[src/hdl/itra_pkg.sv]
// ----------------------------------------------------------------------------
// itra_pkg: shared types and constants for the radix ascii converter
// Character codes, configuration register indexes, controller command and
// status bundles, and the digit to character mapping.
// ----------------------------------------------------------------------------
package itra_pkg;

    // default operand width
    localparam int VALUE_WIDTH_DEF = 32;

    // radix register and its usable range
    localparam int RADIX_W = 6;
    localparam logic [RADIX_W-1:0] RADIX_MIN   = 6'd2;
    localparam logic [RADIX_W-1:0] RADIX_MAX   = 6'd36;
    localparam logic [RADIX_W-1:0] RADIX_RESET = 6'd10;

    // quotient bits resolved per divider cycle
    localparam int DIV_STEP_BITS = 4;

    // configuration port
    localparam int CFG_INDEX_W = 2;
    localparam int CFG_DATA_W  = 8;
    localparam logic [CFG_INDEX_W-1:0] CFG_RADIX      = 2'd0;
    localparam logic [CFG_INDEX_W-1:0] CFG_UPPER_CASE = 2'd1;
    localparam logic [CFG_INDEX_W-1:0] CFG_COMPLEMENT = 2'd2;

    // character codes
    localparam logic [7:0] CH_ZERO    = 8'h30;
    localparam logic [7:0] CH_MINUS   = 8'h2D;
    localparam logic [7:0] CH_TILDE   = 8'h7E;
    localparam logic [7:0] CH_UPPER_A = 8'h41;
    localparam logic [7:0] CH_LOWER_A = 8'h61;
    localparam logic [7:0] DIGIT_TEN  = 8'd10;

    // source of a character written to the digit store
    typedef enum logic [2:0] {
        PUSH_DIGIT = 3'd0,
        PUSH_CMAX  = 3'd1,
        PUSH_MINUS = 3'd2,
        PUSH_TILDE = 3'd3,
        PUSH_ZERO  = 3'd4
    } push_sel_t;

    // controller to datapath commands
    typedef struct packed {
        logic      load;
        logic      div_start;
        logic      push;
        push_sel_t push_sel;
        logic      quot_take;
        logic      rd_issue;
        logic      out_load;
        logic      cnt_dec;
    } itra_cmd_t;

    // datapath to controller status
    typedef struct packed {
        logic quot_zero;
        logic div_done;
        logic cneg;
        logic neg;
        logic count_zero;
        logic count_one;
        logic out_taken;
    } itra_status_t;

    // digit value to ascii character
    function automatic logic [7:0] digit_char(input logic [RADIX_W-1:0] d,
                                              input logic upper);
        logic [7:0] d8;
        logic [7:0] base;
        d8   = {2'b00, d};
        base = upper ? CH_UPPER_A : CH_LOWER_A;
        if (d8 < DIGIT_TEN) begin
            return CH_ZERO + d8;
        end
        return base + d8 - DIGIT_TEN;
    endfunction

endpackage

[src/hdl/itra_divider.sv]
// ----------------------------------------------------------------------------
// itra_divider: iterative division by a small radix
// Restoring division that resolves DIV_STEP_BITS quotient bits per cycle and
// pulses done as the result of the last step is registered.
// ----------------------------------------------------------------------------
module itra_divider #(
    parameter int VALUE_WIDTH = itra_pkg::VALUE_WIDTH_DEF
) (
    input  logic                        aclk,
    input  logic                        aresetn,
    input  logic                        start,
    input  logic [VALUE_WIDTH-1:0]      dividend,
    input  logic [itra_pkg::RADIX_W-1:0] divisor,
    output logic                        done,
    output logic [VALUE_WIDTH-1:0]      quotient,
    output logic [itra_pkg::RADIX_W-1:0] remainder
);

    localparam int STEP_BITS  = itra_pkg::DIV_STEP_BITS;
    localparam int STEPS      = (VALUE_WIDTH + STEP_BITS - 1) / STEP_BITS;
    localparam int SH_W       = STEPS * STEP_BITS;
    localparam int STEP_CNT_W = $clog2(STEPS);
    localparam int RW         = itra_pkg::RADIX_W;

    logic [SH_W-1:0]       sh_reg;
    logic [SH_W-1:0]       sh_next;
    logic [RW-1:0]         rem_reg;
    logic [RW-1:0]         rem_next;
    logic [RW:0]           trial;
    logic [STEP_CNT_W-1:0] step_reg;
    logic                  busy_reg;
    logic                  done_reg;

    // one step of compare and subtract, DIV_STEP_BITS bits deep
    always_comb begin
        sh_next  = sh_reg;
        rem_next = rem_reg;
        trial    = '0;
        for (int i = 0; i < STEP_BITS; i++) begin
            trial   = {rem_next, sh_next[SH_W-1]};
            sh_next = {sh_next[SH_W-2:0], 1'b0};
            if (trial >= {1'b0, divisor}) begin
                trial      = trial - {1'b0, divisor};
                sh_next[0] = 1'b1;
            end
            rem_next = trial[RW-1:0];
        end
    end

    // step counter and handshake flags
    always_ff @(posedge aclk) begin
        if (!aresetn) begin
            busy_reg <= 1'b0;
            done_reg <= 1'b0;
            step_reg <= '0;
        end else begin
            done_reg <= 1'b0;
            if (start) begin
                busy_reg <= 1'b1;
                step_reg <= '0;
            end else if (busy_reg) begin
                if (step_reg == STEP_CNT_W'(STEPS - 1)) begin
                    busy_reg <= 1'b0;
                    done_reg <= 1'b1;
                end else begin
                    step_reg <= step_reg + 1'b1;
                end
            end
        end
    end

    // shift register: dividend leaves at the top, quotient enters at the bottom
    always_ff @(posedge aclk) begin
        if (start) begin
            sh_reg  <= SH_W'(dividend);
            rem_reg <= '0;
        end else if (busy_reg) begin
            sh_reg  <= sh_next;
            rem_reg <= rem_next;
        end
    end

    assign done      = done_reg;
    assign quotient  = sh_reg[VALUE_WIDTH-1:0];
    assign remainder = rem_reg;

endmodule

[src/hdl/itra_datapath.sv]
// ----------------------------------------------------------------------------
// itra_datapath: registers, divider, digit store and output beat register
// Holds configuration, the running quotient and the characters in reverse
// order, and replays them most significant first under controller command.
// ----------------------------------------------------------------------------
module itra_datapath #(
    parameter int VALUE_WIDTH = itra_pkg::VALUE_WIDTH_DEF
) (
    input  logic                                aclk,
    input  logic                                aresetn,
    input  logic signed [VALUE_WIDTH-1:0]       s_value,
    input  logic                                cfg_valid,
    input  logic [itra_pkg::CFG_INDEX_W-1:0]    cfg_index,
    input  logic [itra_pkg::CFG_DATA_W-1:0]     cfg_data,
    input  logic                                m_ready,
    input  itra_pkg::itra_cmd_t                 cmd,
    output itra_pkg::itra_status_t              status,
    output logic                                m_valid,
    output logic [7:0]                          m_char_code,
    output logic                                m_last
);

    localparam int RW     = itra_pkg::RADIX_W;
    localparam int DEPTH  = VALUE_WIDTH + 1;
    localparam int IDX_W  = $clog2(DEPTH);
    localparam int CNT_W  = $clog2(DEPTH + 1);

    logic [RW-1:0]          radix_reg;
    logic                   upper_reg;
    logic                   comp_reg;
    logic [RW-1:0]          radix_eff;
    logic [RW-1:0]          cmax;
    logic [VALUE_WIDTH-1:0] raw;
    logic [VALUE_WIDTH-1:0] quot_reg;
    logic [VALUE_WIDTH-1:0] quot_init;
    logic                   neg_reg;
    logic                   cneg_reg;
    logic [CNT_W-1:0]       count_reg;
    logic [CNT_W-1:0]       count_m1;
    logic [7:0]             digit_mem [DEPTH];
    logic [7:0]             rd_data_reg;
    logic [7:0]             push_char;
    logic                   div_done;
    logic [VALUE_WIDTH-1:0] div_quot;
    logic [RW-1:0]          div_rem;
    logic                   m_valid_reg;
    logic [7:0]             m_char_reg;
    logic                   m_last_reg;

    // configuration registers
    always_ff @(posedge aclk) begin
        if (!aresetn) begin
            radix_reg <= itra_pkg::RADIX_RESET;
            upper_reg <= 1'b0;
            comp_reg  <= 1'b0;
        end else if (cfg_valid) begin
            unique case (cfg_index)
                itra_pkg::CFG_RADIX:      radix_reg <= cfg_data[RW-1:0];
                itra_pkg::CFG_UPPER_CASE: upper_reg <= cfg_data[0];
                itra_pkg::CFG_COMPLEMENT: comp_reg  <= cfg_data[0];
                default: ;
            endcase
        end
    end

    // radix clamped to the usable range
    always_comb begin
        if (radix_reg < itra_pkg::RADIX_MIN) begin
            radix_eff = itra_pkg::RADIX_MIN;
        end else if (radix_reg > itra_pkg::RADIX_MAX) begin
            radix_eff = itra_pkg::RADIX_MAX;
        end else begin
            radix_eff = radix_reg;
        end
    end
    assign cmax = radix_eff - 1'b1;

    // starting quotient: inverse of a negative value in complement mode, magnitude otherwise
    assign raw = s_value;
    always_comb begin
        if (raw[VALUE_WIDTH-1] && comp_reg) begin
            quot_init = ~raw;
        end else if (raw[VALUE_WIDTH-1]) begin
            quot_init = ~raw + VALUE_WIDTH'(1);
        end else begin
            quot_init = raw;
        end
    end

    // running quotient and sign flags
    always_ff @(posedge aclk) begin
        if (!aresetn) begin
            quot_reg <= '0;
            neg_reg  <= 1'b0;
            cneg_reg <= 1'b0;
        end else if (cmd.load) begin
            quot_reg <= quot_init;
            neg_reg  <= raw[VALUE_WIDTH-1];
            cneg_reg <= raw[VALUE_WIDTH-1] & comp_reg;
        end else if (cmd.quot_take) begin
            quot_reg <= div_quot;
        end
    end

    itra_divider #(
        .VALUE_WIDTH (VALUE_WIDTH)
    ) u_div (
        .aclk      (aclk),
        .aresetn   (aresetn),
        .start     (cmd.div_start),
        .dividend  (quot_reg),
        .divisor   (radix_eff),
        .done      (div_done),
        .quotient  (div_quot),
        .remainder (div_rem)
    );

    // character selection for the digit store
    always_comb begin
        unique case (cmd.push_sel)
            itra_pkg::PUSH_DIGIT: begin
                push_char = itra_pkg::digit_char(cneg_reg ? cmax - div_rem : div_rem,
                                                 upper_reg);
            end
            itra_pkg::PUSH_CMAX:  push_char = itra_pkg::digit_char(cmax, upper_reg);
            itra_pkg::PUSH_MINUS: push_char = itra_pkg::CH_MINUS;
            itra_pkg::PUSH_TILDE: push_char = itra_pkg::CH_TILDE;
            itra_pkg::PUSH_ZERO:  push_char = itra_pkg::CH_ZERO;
            default:              push_char = itra_pkg::CH_ZERO;
        endcase
    end

    // character count: grows on push, shrinks as beats leave
    always_ff @(posedge aclk) begin
        if (!aresetn) begin
            count_reg <= '0;
        end else if (cmd.load) begin
            count_reg <= '0;
        end else if (cmd.push) begin
            count_reg <= count_reg + 1'b1;
        end else if (cmd.cnt_dec) begin
            count_reg <= count_reg - 1'b1;
        end
    end
    assign count_m1 = count_reg - CNT_W'(1);

    // digit store, one write and one registered read port
    always_ff @(posedge aclk) begin
        if (cmd.push) begin
            digit_mem[count_reg[IDX_W-1:0]] <= push_char;
        end
        if (cmd.rd_issue) begin
            rd_data_reg <= digit_mem[count_m1[IDX_W-1:0]];
        end
    end

    // output beat register
    always_ff @(posedge aclk) begin
        if (!aresetn) begin
            m_valid_reg <= 1'b0;
        end else if (cmd.out_load) begin
            m_valid_reg <= 1'b1;
        end else if (m_ready) begin
            m_valid_reg <= 1'b0;
        end
    end

    always_ff @(posedge aclk) begin
        if (cmd.out_load) begin
            m_char_reg <= rd_data_reg;
            m_last_reg <= (count_reg == CNT_W'(1));
        end
    end

    assign m_valid     = m_valid_reg;
    assign m_char_code = m_char_reg;
    assign m_last      = m_last_reg;

    // status back to the controller
    assign status.quot_zero  = (quot_reg == '0);
    assign status.div_done   = div_done;
    assign status.cneg       = cneg_reg;
    assign status.neg        = neg_reg;
    assign status.count_zero = (count_reg == '0);
    assign status.count_one  = (count_reg == CNT_W'(1));
    assign status.out_taken  = m_valid_reg & m_ready;

endmodule

[src/hdl/itra_ctrl.sv]
// ----------------------------------------------------------------------------
// itra_ctrl: sequencing state machine
// Runs one division per digit until the quotient is zero, appends the sign
// characters, then replays the stored characters one beat at a time.
// ----------------------------------------------------------------------------
module itra_ctrl (
    input  logic                   aclk,
    input  logic                   aresetn,
    input  logic                   s_valid,
    output logic                   s_ready,
    input  itra_pkg::itra_status_t status,
    output itra_pkg::itra_cmd_t    cmd
);

    typedef enum logic [6:0] {
        ST_IDLE      = 7'b0000001,
        ST_DIV_CHECK = 7'b0000010,
        ST_DIV_RUN   = 7'b0000100,
        ST_TAIL      = 7'b0001000,
        ST_EMIT_RD   = 7'b0010000,
        ST_EMIT_LD   = 7'b0100000,
        ST_EMIT_WAIT = 7'b1000000
    } state_t;

    state_t state_reg;
    state_t state_next;

    always_ff @(posedge aclk) begin
        if (!aresetn) begin
            state_reg <= ST_IDLE;
        end else begin
            state_reg <= state_next;
        end
    end

    // next state and command decode
    always_comb begin
        state_next   = state_reg;
        cmd          = '0;
        cmd.push_sel = itra_pkg::PUSH_DIGIT;
        s_ready      = 1'b0;
        unique case (state_reg)
            ST_IDLE: begin
                s_ready = 1'b1;
                if (s_valid) begin
                    cmd.load   = 1'b1;
                    state_next = ST_DIV_CHECK;
                end
            end
            ST_DIV_CHECK: begin
                if (!status.quot_zero) begin
                    cmd.div_start = 1'b1;
                    state_next    = ST_DIV_RUN;
                end else if (status.cneg) begin
                    // leading digit of radix minus one, tilde follows
                    cmd.push     = 1'b1;
                    cmd.push_sel = itra_pkg::PUSH_CMAX;
                    state_next   = ST_TAIL;
                end else if (status.neg) begin
                    cmd.push     = 1'b1;
                    cmd.push_sel = itra_pkg::PUSH_MINUS;
                    state_next   = ST_EMIT_RD;
                end else if (status.count_zero) begin
                    // a zero input has no digits of its own
                    cmd.push     = 1'b1;
                    cmd.push_sel = itra_pkg::PUSH_ZERO;
                    state_next   = ST_EMIT_RD;
                end else begin
                    state_next = ST_EMIT_RD;
                end
            end
            ST_DIV_RUN: begin
                if (status.div_done) begin
                    cmd.push      = 1'b1;
                    cmd.push_sel  = itra_pkg::PUSH_DIGIT;
                    cmd.quot_take = 1'b1;
                    state_next    = ST_DIV_CHECK;
                end
            end
            ST_TAIL: begin
                cmd.push     = 1'b1;
                cmd.push_sel = itra_pkg::PUSH_TILDE;
                state_next   = ST_EMIT_RD;
            end
            ST_EMIT_RD: begin
                cmd.rd_issue = 1'b1;
                state_next   = ST_EMIT_LD;
            end
            ST_EMIT_LD: begin
                cmd.out_load = 1'b1;
                state_next   = ST_EMIT_WAIT;
            end
            ST_EMIT_WAIT: begin
                if (status.out_taken) begin
                    cmd.cnt_dec = 1'b1;
                    state_next  = status.count_one ? ST_IDLE : ST_EMIT_RD;
                end
            end
            default: begin
                state_next = ST_IDLE;
            end
        endcase
    end

endmodule

[src/hdl/int_to_radix_ascii.sv]
// ----------------------------------------------------------------------------
// int_to_radix_ascii: signed integer to ascii text in radix 2 to 36
// Each digit takes one pass of the shared divider loop, and each character then
//   goes out through the read, load and wait states, held by any output stall.
// One number at a time: a new number is taken only once all its text is out.
// Reset: synchronous active low; radix 10, lower case, complement mode off.
// ----------------------------------------------------------------------------
module int_to_radix_ascii #(
    parameter int VALUE_WIDTH = itra_pkg::VALUE_WIDTH_DEF
) (
    input  logic                             aclk,
    input  logic                             aresetn,
    input  logic                             s_valid,
    output logic                             s_ready,
    input  logic signed [VALUE_WIDTH-1:0]    s_value,
    output logic                             m_valid,
    input  logic                             m_ready,
    output logic [7:0]                       m_char_code,
    output logic                             m_last,
    input  logic                             cfg_valid,
    output logic                             cfg_ready,
    input  logic [itra_pkg::CFG_INDEX_W-1:0] cfg_index,
    input  logic [itra_pkg::CFG_DATA_W-1:0]  cfg_data
);

    itra_pkg::itra_cmd_t    cmd;
    itra_pkg::itra_status_t status;

    // configuration writes are always accepted
    assign cfg_ready = 1'b1;

    itra_ctrl u_ctrl (
        .aclk    (aclk),
        .aresetn (aresetn),
        .s_valid (s_valid),
        .s_ready (s_ready),
        .status  (status),
        .cmd     (cmd)
    );

    itra_datapath #(
        .VALUE_WIDTH (VALUE_WIDTH)
    ) u_dp (
        .aclk        (aclk),
        .aresetn     (aresetn),
        .s_value     (s_value),
        .cfg_valid   (cfg_valid),
        .cfg_index   (cfg_index),
        .cfg_data    (cfg_data),
        .m_ready     (m_ready),
        .cmd         (cmd),
        .status      (status),
        .m_valid     (m_valid),
        .m_char_code (m_char_code),
        .m_last      (m_last)
    );

endmodule

[config.mk]
export PLATFORM = sky130hd
export DESIGN_NAME = int_to_radix_ascii
export DESIGN_NICKNAME = d
export VERILOG_FILES = /design/src/hdl/itra_pkg.sv /design/src/hdl/itra_divider.sv /design/src/hdl/itra_datapath.sv /design/src/hdl/itra_ctrl.sv /design/src/hdl/int_to_radix_ascii.sv
export SDC_FILE = /design/constraint.sdc
export NUM_CORES = 1
export LEC_CHECK = 0
export BUFFER_PORTS_ARGS = -buffer_cell sky130_fd_sc_hd__buf_2
export CAP_MARGIN = 5
export CORE_MARGIN = 2
export CORE_UTILIZATION = 45
export DETAILED_ROUTE_END_ITERATION = 10
export PLACE_DENSITY = 0.6
export SLEW_MARGIN = 20
export SYNTH_ARGS = -nofsm -noshare
export SYNTH_HDL_FRONTEND = slang
export SYNTH_HIERARCHICAL = 1
export SYNTH_SLANG_ARGS = --single-unit
[constraint.sdc]
create_clock -name aclk -period 7.6 [get_ports aclk]
set_input_delay 1.14 -clock aclk [delete_from_list [all_inputs] [get_ports aclk]]
set_output_delay 1.14 -clock aclk [all_outputs]
set_load 0.05 [all_outputs]
After elaboration in Yosys (flattened, before gate mapping)
Memory sizes are Yosys's and may differ from the RTL's. A register that Yosys moved wholly into a read port is not among the register bits. Index checks and enable logic that the tools add are counted.

Latch bits: 0. RAM bits: 264. Word-level logic and storage cells: 141. Bits in registers: 108. Memories: 1. ROM bits: 0. Output and inout port bits: 12.

Reduce and logical (&&, ||, !) cells: 17. Shift-type cells: 0. $lt $le $gt $ge: 8. Bitwise logic cells: 6. Mux-type cells: 60. $add $sub $neg: 16. Equal/unequal tests: 17. Multiply operators: 0. Div/mod/pow operators: 0.

Memory list: u_dp.digit_mem (words 33, bits a word 8, rd ports 1, clocked after memory_dff 1, wr ports 1, RTL line itra_datapath.sv:40) `logic [7:0] digit_mem [DEPTH];`.

Operators by type and width (number): two-way mux 32 bit (6); two-way mux 6 bit (10); one-hot mux 7 bit (7 select lines) (1); adder 32 x 1 -> 32 bit (second input constant) (1); zero test 32 bit (1); two-way mux 8 bit (4); inverter 32 bit (1); one-hot mux 8 bit (4 select lines) (1); subtractor 6 bit (5); >= comparator 7 x 6 -> 1 bit (4); two-way mux 7 bit (4); two-way mux 1 bit (26); adder 8 x 6 -> 8 bit (2); two-way mux 4 bit (4); subtractor 8 x 4 -> 8 bit (second input constant) (2); two-way mux 5 bit (3); adder 6 x 6 -> 7 bit (first input constant) (2); less-than comparator 6 x 4 -> 1 bit (second input constant) (2); one-hot mux 4 bit (3 select lines) (1); subtractor 6 x 1 -> 6 bit (second input constant) (2); AND reduction 2 bit (4); nonzero test 2 bit (4); == test 7 x 1 -> 1 bit (second input constant) (1); == test 7 x 2 -> 1 bit (second input constant) (1); other kinds (26) (32).

Logic depth before layout (Yosys ltp)
Gate-level depths: netlist (run 1).

Depth after elaboration: 13. Gate-level depth with buffers: 37. Depth with buffers taken out: 35.

Hierarchy
The synthesis (run 1) kept the hierarchy.

Modules (own cells, without submodules): itra_datapath (sequential area each 9419.0 µm², times used 1, area each 15102.0 µm², cells an instance 1035); itra_divider (sequential area each 1181.1 µm², times used 1, area each 3066.7 µm², cells an instance 276); itra_ctrl (sequential area each 140.1 µm², times used 1, area each 578.1 µm², cells an instance 66); int_to_radix_ascii (sequential area each 0.0 µm², times used 1, area each 11.3 µm², cells an instance 2).

Worst setup path after synthesis (run 1)
Ideal clock, no wire load.

Kind: register -> register. Start point: register u_dp.radix_reg[3]. End point: register u_dp.u_div.sh_reg[0] (netlist: u_dp/u_div/quotient[0]), data pin. Data arrival time: 7.300 ns. Setup time: 0.260 ns. Slack: 0.040 ns. Clock period less this slack: 7.560 ns. Cell stages (with the launch flop): 34. Cell sequence: dfxtp_1 nor3_1 mux2i_1 nand2_1 inv_1 ha_1 or2b_1 a31oi_1 o21ai_2 a21oi_1 ha_1 nor2b_1 o31ai_1 a21oi_1 and2_0 nor2_1 mux2_2 ha_1 and3_1 a41o_1 a21oi_1 a21bo_2 a21o_1 buf_4 a21oi_1 ha_1 a21o_1 a21o_1 a31o_2 a21oi_1 o21ai_0 a211o_2 buf_6 mux2_2.

Word-level cells in the longest chain between the ends: 13. Elaborated cells on any way between the ends: 17.

Ends and longest elaborated chain: start: declaration (RTL line itra_datapath.sv:28) `logic [RW-1:0] radix_reg;`; start signal: assignment (RTL line itra_datapath.sv:53) `radix_reg <= itra_pkg::RADIX_RESET;`; start signal: assignment (RTL line itra_datapath.sv:58) `itra_pkg::CFG_RADIX: radix_reg <= cfg_data[RW-1:0];`; greater-than comparator 6 bit (RTL line itra_datapath.sv:70) `end else if (radix_reg > itra_pkg::RADIX_MAX) begin`; two-way mux 6 bit (RTL line itra_datapath.sv:70); two-way mux 6 bit * (RTL line itra_datapath.sv:68) `if (radix_reg < itra_pkg::RADIX_MIN) begin`; named net u_dp.radix_eff[0] (RTL line itra_datapath.sv:31) `logic [RW-1:0] radix_eff;`; subtractor 6 bit or >= comparator 7 x 6 -> 1 bit (tied branches) (RTL line itra_divider.sv:43, itra_divider.sv:42); two-way mux 6 bit (RTL line itra_divider.sv:42) `if (trial >= {1'b0, divisor}) begin`; subtractor 6 bit or >= comparator 7 x 6 -> 1 bit (tied branches) (RTL line itra_divider.sv:43, itra_divider.sv:42); two-way mux 6 bit (RTL line itra_divider.sv:42); subtractor 6 bit or >= comparator 7 x 6 -> 1 bit (tied branches) (RTL line itra_divider.sv:43, itra_divider.sv:42); two-way mux 6 bit (RTL line itra_divider.sv:42); >= comparator 7 x 6 -> 1 bit * (RTL line itra_divider.sv:42); two-way mux 1 bit * (RTL line itra_divider.sv:42); two-way mux 32 bit * (RTL line itra_divider.sv:77) `end else if (busy_reg) begin`; two-way mux 32 bit * (RTL line itra_divider.sv:74) `if (start) begin`; end signal: assignment (RTL line itra_divider.sv:75) `sh_reg <= SH_W'(dividend);`; end signal: assignment (RTL line itra_divider.sv:78) `sh_reg <= sh_next;`; end: declaration (RTL line itra_divider.sv:25) `logic [SH_W-1:0] sh_reg;`.

The timed path passes the listed nets; every way through them passes the cells marked *. The select of a mux whose other input is x is not followed. A chain may end at the register's enable or synchronous reset.

Worst setup path after layout (run 1)
Start point: register u_dp.radix_reg[3]. End point: register u_dp.u_div.rem_reg[0] (netlist: u_dp/u_div/remainder[0]).

Word-level cells in the longest chain between the ends: 11. Elaborated cells on any way between the ends: 16.

Ends and longest elaborated chain: greater-than comparator 6 bit (RTL line itra_datapath.sv:70); two-way mux 6 bit (RTL line itra_datapath.sv:70); two-way mux 6 bit * (RTL line itra_datapath.sv:68); named net u_dp.radix_eff[2] (RTL line itra_datapath.sv:31); subtractor 6 bit or >= comparator 7 x 6 -> 1 bit (tied branches) (RTL line itra_divider.sv:43, itra_divider.sv:42); two-way mux 6 bit (RTL line itra_divider.sv:42); subtractor 6 bit or >= comparator 7 x 6 -> 1 bit (tied branches) (RTL line itra_divider.sv:43, itra_divider.sv:42); two-way mux 6 bit (RTL line itra_divider.sv:42); subtractor 6 bit or >= comparator 7 x 6 -> 1 bit (tied branches) (RTL line itra_divider.sv:43, itra_divider.sv:42); two-way mux 6 bit (RTL line itra_divider.sv:42); >= comparator 7 x 6 -> 1 bit * (RTL line itra_divider.sv:42); two-way mux 6 bit * (RTL line itra_divider.sv:42); end signal: assignment (RTL line itra_divider.sv:79) `rem_reg <= rem_next;`; end: declaration (RTL line itra_divider.sv:27) `logic [RW-1:0] rem_reg;`.

The timed path passes the listed nets; every way through them passes the cells marked *.

==> flow_metrics.py, run 1 <==
metrics = {
    "detailed_routing": {
        "wirelength_um": 41700,
        "via_count": 11400,
        "wl_per_cell_um": 20.7,
        "viasPerCell": 5.64,
        "drtIter0Drc": 659,
        "drtAntennaViolNets": 0,
        "drtPass1Iterations": 4,
        "drc_errors": 0,
    },
    "timing": {
        "slew_viol_final": 0,
        "setup_viol": 0,
        "setup_slack_ps": 327,
        "finalCritPeriodShare": 0.957,
        "fmax_mhz": 138,
        "max_slew.worst_pin.slew_ps": 971,
        "fin_hold_ws_ps": 428,
        "fin_crit_ps": 7270,
        "hold_violations": 0,
        "max-slew-margin-rel": 0.350,
        "skew_ps": 36.1,
    },
    "yosys": {
        "yosysMostFrequentCell": "edfxtp_1",
        "ys.flop_type": "edfxtp_1",
        "syn_inst": 1379,
        "synth_edf_count": 313,
        "ys_warn_count": 6,
        "synthTopCellsByArea": "edfxtp_1 50%, mux4_2 7.8%, dfxtp_1 7.2%",
        "synthMuxAreaShare": 0.144,
        "synth_commonest_cells": "313 x edfxtp_1, 105 x nor2_1, 67 x dfxtp_1, 65 x mux4_2",
        "synth_cell_types": 98,
        "async_reset_ff_frac": 0,
        "synth_top_area_share": 0.501,
        "syn_nets": 1487,
        "yosysSeqAreaShare": 0.573,
        "avgSynthCellArea_um2": 13.6,
        "synth-xor-area-share": 0.0299,
        "syn_area_mm2": 0.0188,
        "synthAdderAreaFrac": 0.0436,
        "synth_top_cell_by_area": "edfxtp_1",
        "synth_top_family_by_area": "multiplexers",
        "ys_ff_latch": 380,
        "synth-simple-area-share": 0.0972,
        "synth-compound-area-share": 0.0834,
    },
    "min_path": {
        "min_path_type": "register to register",
        "hold_depth": 0,
        "min_from": "u_dp/rd_data_reg[2]",
        "whs_endpoint": "u_dp/m_char_code[2]",
    },
    "clock_network": {
        "cts.sinks": 380,
        "cts_tree": "built",
        "clk_latency_ps": 570,
        "cts.htree.levels": 2,
        "clk_pin_slew_ps": 60,
        "clockRootBuffer": "clkbuf_16",
        "numCtsBuffers": 41,
        "clockBufferDepth": 3,
    },
    "pwr": {
        "cellLeakagePower_nw": 7.26,
        "vdd_drop_max_mv": 0.510,
        "power_w": 0.00864,
        "power_density_mw_per_mm2": 409,
    },
    "flow_run": {
        "maxCapViolations": 0,
    },
    "global_routing": {
        "grt_pass1_wl_um": 66100,
        "grt_pass1_vias": 11600,
        "grt.total_usage": 0.196,
        "grt_start_max_net_pins": 48,
        "grt_overflow": 0,
        "antenna_found_initial": 1,
    },
    "finish": {
        "largest_reg_flops": 264,
        "n_fill_cell": 3478,
        "area_delta_synth_final_pct": 12.7,
        "antenna_cells": 0,
        "fin_nets": 1557,
        "drive_gt1_frac": 0.229,
        "final_area_mm2": 0.0211,
    },
    "setup_path": {
        "critPathMaxFanout": 8,
        "timing.rr.start": "u_dp/radix_reg[3]",
        "critPathLaunchType": "register",
        "critPathTopFamily": "compound AO/OA/AOI/OAI gates",
        "timing.rr.end": "u_dp/u_div/remainder[0]",
        "cp.arrival_ps": 7740,
        "end_kind": "register",
        "crit_required_ps": 8070,
        "critPathSlowestCell": "mux2_2",
        "reg2regPathDepth": 35,
        "slowest_delay_ps": 410,
        "cp_num_buf_inv": 4,
        "rrSetupSlack_ps": 330,
        "crit_type": "register to register",
    },
    "floorplanning": {
        "die_area_mm2": 0.0433,
        "core_mm2": 0.0410,
        "pin_count": 59,
        "die_y_um": 208,
        "fp.dieW_um": 208,
        "start_util": 0.457,
        "rows": 74,
    },
    "placement": {
        "portBuffers": 55,
        "place_congestion": 0.860,
        "dp_slack_ps": 22.9,
        "dp_hpwl_um": 27400,
        "placed_cell_area_mm2": 0.0198,
    },
    "status": {
        "status": "finished clean",
    },
}
-- final cells by class --
type | instances | area, µm² | area share
sequential | 380 | 10700 | 0.508
clock inverter | 15 | 108 | 0.00509
inverter | 50 | 188 | 0.00888
multi-input combinational | 876 | 7690 | 0.364
timing repair buffer | 100 | 613 | 0.0290
tap | 532 | 666 | 0.0315
clock buffer | 58 | 1130 | 0.0535
-- worst reg2reg max path: cells and delay by family (launching register included) --
kind	cells	cell delay [ps]
AO/OA/AOI/OAI	18	3080
adder cells (fa/ha/maj)	4	1330
buffers and inverters	4	450
flip-flops	1	390
multiplexers	2	770
AND/OR/NAND/NOR	7	1170
-- cell usage in the layout, fill, tap and decap left out, types with 6 or more instances in the layout --
cell type,instances
edfxtp_1,313
nor2_1,100
mux4_2,65
nand2_1,64
dfxtp_1,64
mux2i_1,63
buf_2,55
mux2_2,52
ha_1,52
inv_1,49
a21oi_1,46
buf_4,45
clkbuf_16,43
nor2b_1,37
xnor2_1,35
o21ai_0,29
xor2_1,27
o211ai_1,20
nor4_1,16
clkbuf_1,15
nand3_1,15
o22ai_1,14
nor3_1,13
a21o_1,13
nand2b_1,13
nor3b_1,10
and2_1,9
o31ai_1,9
o22a_1,8
clkinv_1,7
o21a_1,7
a21oi_2,7
a31oi_1,7
a21boi_0,6
nand3b_1,6
or3_1,6
fa_1,6
-- where the power goes --
part	internal [W]	switching [W]
sequential	0.00288	0.0000798
clock	0.00107	0.000786
combinational	0.00162	0.00221
-- cell families after synthesis --
group,after synthesis
AO/OA/AOI/OAI,225
adder cells (fa/ha/maj),62
flip-flops,380
buffers and inverters,123
AND/OR/NAND/NOR,342
other,1
multiplexers,182
XOR/XNOR,64
-- worst max path at each step --
stage                       from                       to  slack, ps  cells after the start
6_report       u_dp/radix_reg[3]  u_dp/u_div/remainder[0]        330                     35
5_1_grt        u_dp/radix_reg[4]  u_dp/u_div/remainder[0]        -10                     36
4_1_cts        u_dp/radix_reg[5]  u_dp/u_div/remainder[0]         40                     35
3_5_place_dp   u_dp/radix_reg[4]  u_dp/u_div/remainder[0]         20                     34
3_3_place_gp   u_dp/radix_reg[4]   u_dp/u_div/quotient[0]        100                     33
2_1_floorplan  u_dp/radix_reg[3]   u_dp/u_div/quotient[0]         40                     33
-- metrics by stage --
step / TNS, ps / cells / utilization
after CTS: 0 / 2007 / 0.512
after global routing: -11.7 / 2011 / 0.516
after floorplan: 0 / 1379 / -
after detailed placement: 0 / 1934 / 0.482
after global placement: 0 / 1934 / 0.482
final: 0 / 2011 / 0.516
-- routing by layer --
layer | wire length, µm | global-route usage
met5 | 18 | 0
met4 | 953 | 0.0598
met3 | 1670 | 0.0263
met2 | 19300 | 0.314
met1 | 19800 | 0.281
-- timing repair --
| item | in CTS | in global routing |
|---|---|---|
| gates cloned | 0 | 0 |
| setup buffers | 0 | 4 |
| hold buffers | 0 | 0 |
| pin swaps | 0 | 10 |
| resized for setup | 2 | 28 |
| setup endpoints to repair | 3 | 7 |
Power figures use the tool's default switching activity.
==> run 2: changes to the inputs <==
Settings changed: CORE_ASPECT_RATIO set to 1.25, PLACE_DENSITY 0.6 to not set, SKIP_LAST_GASP set to 1.
==> run 2 against run 1 <==
Net effect: global-route usage about the same; total power rose by 1.0%; cell count up 1.1%; sequential power about the same; clock skew down 8.0 ps; sequential share of layout area shrank 0.057 points; register-to-register slack improved by 99 ps.
==> flow_metrics.py, run 2 (synthesized netlist as in run 1, its figures left out) <==
metrics = {
    "setup_path": {
        "end_kind": "register",
        "crit_required_ps": 7910,
        "critPathLaunchType": "register",
        "cp_num_buf_inv": 3,
        "slowest_delay_ps": 400,
        "critPathSlowestCell": "ha_1",
        "reg2regPathDepth": 34,
        "crit_path_start": "u_dp/radix_reg[4]",
        "timing.rr.start": "u_dp/radix_reg[4]",
        "crit_end": "u_dp/u_div/quotient[0]",
        "crit_type": "register to register",
        "cp.arrival_ps": 7480,
        "timing.rr.end": "u_dp/u_div/quotient[0]",
        "rrSetupSlack_ps": 430,
        "path_depth": 34,
        "critPathTopFamily": "compound AO/OA/AOI/OAI gates",
        "critPathMaxFanout": 8,
    },
    "global_routing": {
        "grt_start_max_net_pins": 50,
        "antenna_found_initial": 0,
        "grt.total_usage": 0.196,
        "grt_pass1_wl_um": 65700,
        "grt_pass1_vias": 11600,
        "grt_overflow": 0,
    },
    "floorplanning": {
        "die_y_um": 232,
        "start_util": 0.456,
        "core_mm2": 0.0411,
        "pin_count": 59,
        "rows": 83,
        "fp.dieW_um": 187,
        "die_area_mm2": 0.0433,
    },
    "detailed_routing": {
        "wirelength_um": 42300,
        "drtAntennaViolNets": 0,
        "via_count": 11400,
        "viasPerCell": 5.61,
        "drc_errors": 0,
        "wl_per_cell_um": 20.8,
        "drtIter0Drc": 767,
        "drtPass1Iterations": 5,
    },
    "timing": {
        "setup_viol": 0,
        "max-slew-margin-rel": 0.336,
        "hold_violations": 0,
        "finalCritPeriodShare": 0.944,
        "fmax_mhz": 139,
        "fin_crit_ps": 7170,
        "skew_ps": 28.1,
        "setup_tns_ps": 0,
        "slew_viol_final": 0,
        "max_slew.worst_pin.slew_ps": 996,
    },
    "pwr": {
        "power_frac_comb": 0.446,
        "clockPowerShare": 0.215,
        "sw_frac_of_total": 0.357,
        "cellLeakagePower_nw": 7.28,
        "p_int_w": 0.00562,
        "power_w": 0.00873,
        "vdd_drop_max_mv": 0.676,
        "seqPwrFrac": 0.338,
        "power.net_switching_w": 0.00312,
        "power_density_mw_per_mm2": 412,
    },
    "finish": {
        "drive_gt1_frac": 0.235,
        "layout_common_cells": "313 x edfxtp_1, 101 x nor2_1, 65 x mux4_2",
        "fin_nets": 1558,
        "antenna_cells": 0,
        "final_common_cell": "edfxtp_1",
        "multi_input_area_mm2": 0.00767,
        "area_delta_synth_final_pct": 12.9,
        "n_fill_cell": 3573,
        "regArea_mm2": 0.0107,
        "largest_reg_flops": 264,
    },
    "clock_network": {
        "cts.htree.levels": 2,
        "numCtsBuffers": 40,
        "clockRootBuffer": "clkbuf_16",
        "cts_hold_buf": 0,
        "cts_tree": "built",
        "clockBufferDepth": 3,
        "cts.sinks": 380,
        "clk_pin_slew_ps": 60,
        "clk_latency_ps": 550,
    },
    "placement": {
        "place_congestion": 0.858,
        "portBuffers": 55,
        "dp_hpwl_um": 28600,
    },
    "flow_run": {
        "maxCapViolations": 0,
    },
    "min_path": {
        "min_from": "u_dp/rd_data_reg[0]",
        "min_path_type": "register to register",
    },
    "status": {
        "status": "finished clean",
    },
}
## run 2: cell count changes in the layout (fill, tap and decap cells not counted), sizes merged
| cell | delta |
|---|---|
| buf | +2 |
| bufinv | +1 |
| clkbuf | -7 |
| clkinv | +5 |
| clkinvlp | -1 |
| inv | +2 |
## run 2: per-layer routing
metal,part of all wire,vias up,wire [µm],global-route usage
met5,0,-,0,0
met4,0.035,0,1500,0.0747
met3,0.034,86,1450,0.0278
met2,0.52,215,22000,0.361
met1,0.41,5697,17400,0.231
li1,-,5414,-,-
## run 2: worst min-delay path by stage
stage | end | cells past startpoint
after global placement | u_dp/m_char_code[0] | 0
after floorplan | u_dp/m_char_code[0] | 0
after global routing | u_dp/m_char_code[3] | 0
final | u_dp/m_char_code[0] | 0
after CTS | u_dp/m_char_code[0] | 0
after detailed placement | u_dp/m_char_code[3] | 0
## run 2: metrics by stage
stage	instances	area, µm²	hold slack (ps)	setup slack (ps)	util
after floorplan	1379	18800	400	40.1	-
after CTS	2028	21100	408	13.7	0.512
final	2033	21200	402	426	0.515
after global placement	1955	19800	402	-23.0	0.481
after global routing	2033	21200	421	-23.2	0.515
after detailed placement	1955	19800	405	-93.9	0.481
## run 2: timing repair
action	CTS	global route
setup buffers	0	5
setup endpoints to repair	6	7
resized for setup	5	18
pin swaps	0	11
endpoints found under the hold margin	0	0
## run 2: worst reg2reg max path, delay by kind of cell (launching register included)
| family | cells | cell delay, ps |
|---|---|---|
| compound gates | 18 | 2990 |
| simple gates | 7 | 1040 |
| mux | 2 | 630 |
| buf+inv | 3 | 490 |
| fa+ha+maj | 4 | 1380 |
| flops | 1 | 380 |
## run 2: final cells by class
| type | instances | share of cell area |
|---|---|---|
| Multi-Input combinational cell | 876 | 0.362 |
| Clock buffer | 51 | 0.0497 |
| Clock inverter | 22 | 0.00928 |
| Sequential cell | 380 | 0.508 |
| Inverter | 50 | 0.00887 |
| Tap cell | 552 | 0.0326 |
| Timing Repair Buffer | 102 | 0.0297 |
## run 2: power groups by stage
stage               Clock (W)  Combinational, W  Sequential, W
floorplan                   0           0.00266        0.00299
global placement            0           0.00350        0.00300
detailed placement          0           0.00358        0.00300
CTS                   0.00193           0.00361        0.00296
global route          0.00201           0.00429        0.00296
finish                0.00188           0.00390        0.00295
==> run 3: changes to the inputs <==
Settings changed: CORE_UTILIZATION 45 to 57, PLACE_DENSITY set to 0.77.
==> run 3 against run 2 <==
Net effect: clock power about the same; non-clock buffer count decreased by 6; global-route usage increased by 4.6 points; highest routed layer unchanged.
==> flow_metrics.py, run 3 (synthesized netlist as in run 1, its figures left out) <==
metrics = {
    "timing": {
        "setup_viol": 0,
        "slew_viol_final": 0,
        "hold_violations": 0,
        "fin_hold_ws_ps": 422,
        "max-slew-margin-rel": 0.263,
        "fin_crit_ps": 7290,
        "setup_tns_ps": 0,
        "fmax_mhz": 137,
        "skew_ps": 16.8,
        "finalCritPeriodShare": 0.959,
        "max_slew.worst_pin.slew_ps": 1100,
    },
    "clock_network": {
        "clk_pin_slew_ps": 60,
        "cts.sinks": 380,
        "cts.htree.levels": 2,
        "numCtsBuffers": 38,
        "clockBufferDepth": 3,
        "clockRootBuffer": "clkbuf_16",
        "cts_hold_buf": 0,
        "cts_tree": "built",
        "clk_latency_ps": 520,
    },
    "floorplanning": {
        "rows": 74,
        "pin_count": 59,
        "fp.dieW_um": 166,
        "core_mm2": 0.0326,
        "start_util": 0.576,
        "die_y_um": 207,
        "die_area_mm2": 0.0344,
    },
    "global_routing": {
        "busiest_layer": "met2",
        "grtUsageMet3": 0.0290,
        "grt_overflow": 0,
        "gr-usage-met1": 0.298,
        "grt.total_usage": 0.242,
        "grt_start_max_net_pins": 47,
        "antenna_found_initial": 0,
        "grt_pass1_wl_um": 65000,
        "grtUsageMet2": 0.446,
        "grt_pass1_vias": 11800,
    },
    "detailed_routing": {
        "via_count": 11700,
        "drtPass1Iterations": 5,
        "wl_per_cell_um": 22.0,
        "drtAntennaViolNets": 0,
        "wirelength_um": 41500,
        "viasPerCell": 6.17,
        "drtIter0Drc": 964,
        "drc_errors": 0,
    },
    "setup_path": {
        "critPathSlowestCell": "mux2_2",
        "end_kind": "register",
        "critPathTopFamily": "compound AO/OA/AOI/OAI gates",
        "critPathMaxFanout": 8,
        "crit_required_ps": 8050,
        "cp_num_buf_inv": 4,
        "slowest_delay_ps": 400,
        "crit_type": "register to register",
        "critPathLaunchType": "register",
        "cp.arrival_ps": 7740,
    },
    "pwr": {
        "vdd_drop_max_mv": 0.680,
        "cellLeakagePower_nw": 7.26,
        "power_density_mw_per_mm2": 410,
    },
    "status": {
        "status": "finished clean",
    },
    "placement": {
        "dp_hpwl_um": 27700,
        "place_congestion": 0.876,
        "portBuffers": 55,
    },
    "finish": {
        "multi_input_area_mm2": 0.00768,
        "regArea_mm2": 0.0107,
        "drive_gt1_frac": 0.228,
        "largest_reg_flops": 264,
        "fin_nets": 1550,
        "fin_util": 0.644,
        "antenna_cells": 0,
        "area_delta_synth_final_pct": 11.9,
        "layout_common_cells": "313 x edfxtp_1, 100 x nor2_1, 65 x mux4_2",
        "final_common_cell": "edfxtp_1",
        "n_fill_cell": 2390,
    },
    "min_path": {
        "min_path_type": "register to register",
    },
    "flow_run": {
        "maxCapViolations": 0,
    },
}
run 3: changes by cell type in the layout (fill, tap and decap cells not counted), sizes merged:
| cell | change |
|---|---|
| bufinv | +3 |
| clkbuf | -8 |
| clkinvlp | +1 |
| buf | -6 |
| inv | -1 |
| clkinv | +1 |
run 3: report_power, final:
part | internal, W | switching, W | total (W) | leakage (nW)
Sequential | 0.00288 | 0.0000771 | 0.00296 | 3.37
Combinational | 0.00159 | 0.00218 | 0.00377 | 3.28
Clock | 0.00111 | 0.000765 | 0.00187 | 0.609
Total | 0.00558 | 0.00302 | 0.00860 | 7.26
run 3: final timing paths:
kind | start | endpoint | slack (ps) | cells past startpoint
worst max-delay path | u_dp/radix_reg[4] | u_dp/u_div/remainder[2] | 310 | 33
worst min-delay path | u_dp/rd_data_reg[7] | u_dp/m_char_code[7] | 420 | 0
worst max register to register | u_dp/radix_reg[4] | u_dp/u_div/remainder[2] | 310 | 33
worst min register to register | u_dp/rd_data_reg[7] | u_dp/m_char_code[7] | 420 | 0
run 3: per-layer routing:
layer | vias to the layer above | part of all wire
li1 | 5384 | -
met1 | 5808 | 0.40
met2 | 398 | 0.53
met3 | 70 | 0.048
met4 | 0 | 0.029
met5 | - | 0
run 3: layout make-up:
type                            instances  area share
Inverter                               50     0.00894
Timing Repair Buffer                   96      0.0287
Multi-Input combinational cell        876       0.366
Sequential cell                       380       0.512
Tap cell                              418      0.0249
Clock buffer                           43      0.0472
Clock inverter                         26      0.0123
run 3: repair_timing:
item / in CTS / in global routing
gates resized for setup: 2 / 19
cloned: 0 / 0
setup buffers: 0 / 2
pin swaps: 0 / 8
setup endpoints to repair: 6 / 7
run 3: through the flow:
step | total power [W] | setup WS (ps) | area, µm² | instances
6_report | 0.00860 | 314 | 21000 | 1889
5_1_grt | 0.00912 | -62.1 | 21000 | 1889
2_1_floorplan | 0.00565 | 40.1 | 18800 | 1379
4_1_cts | 0.00844 | 7.63 | 20900 | 1886
3_3_place_gp | 0.00643 | 44.5 | 19600 | 1817
3_5_place_dp | 0.00656 | -106 | 19600 | 1817
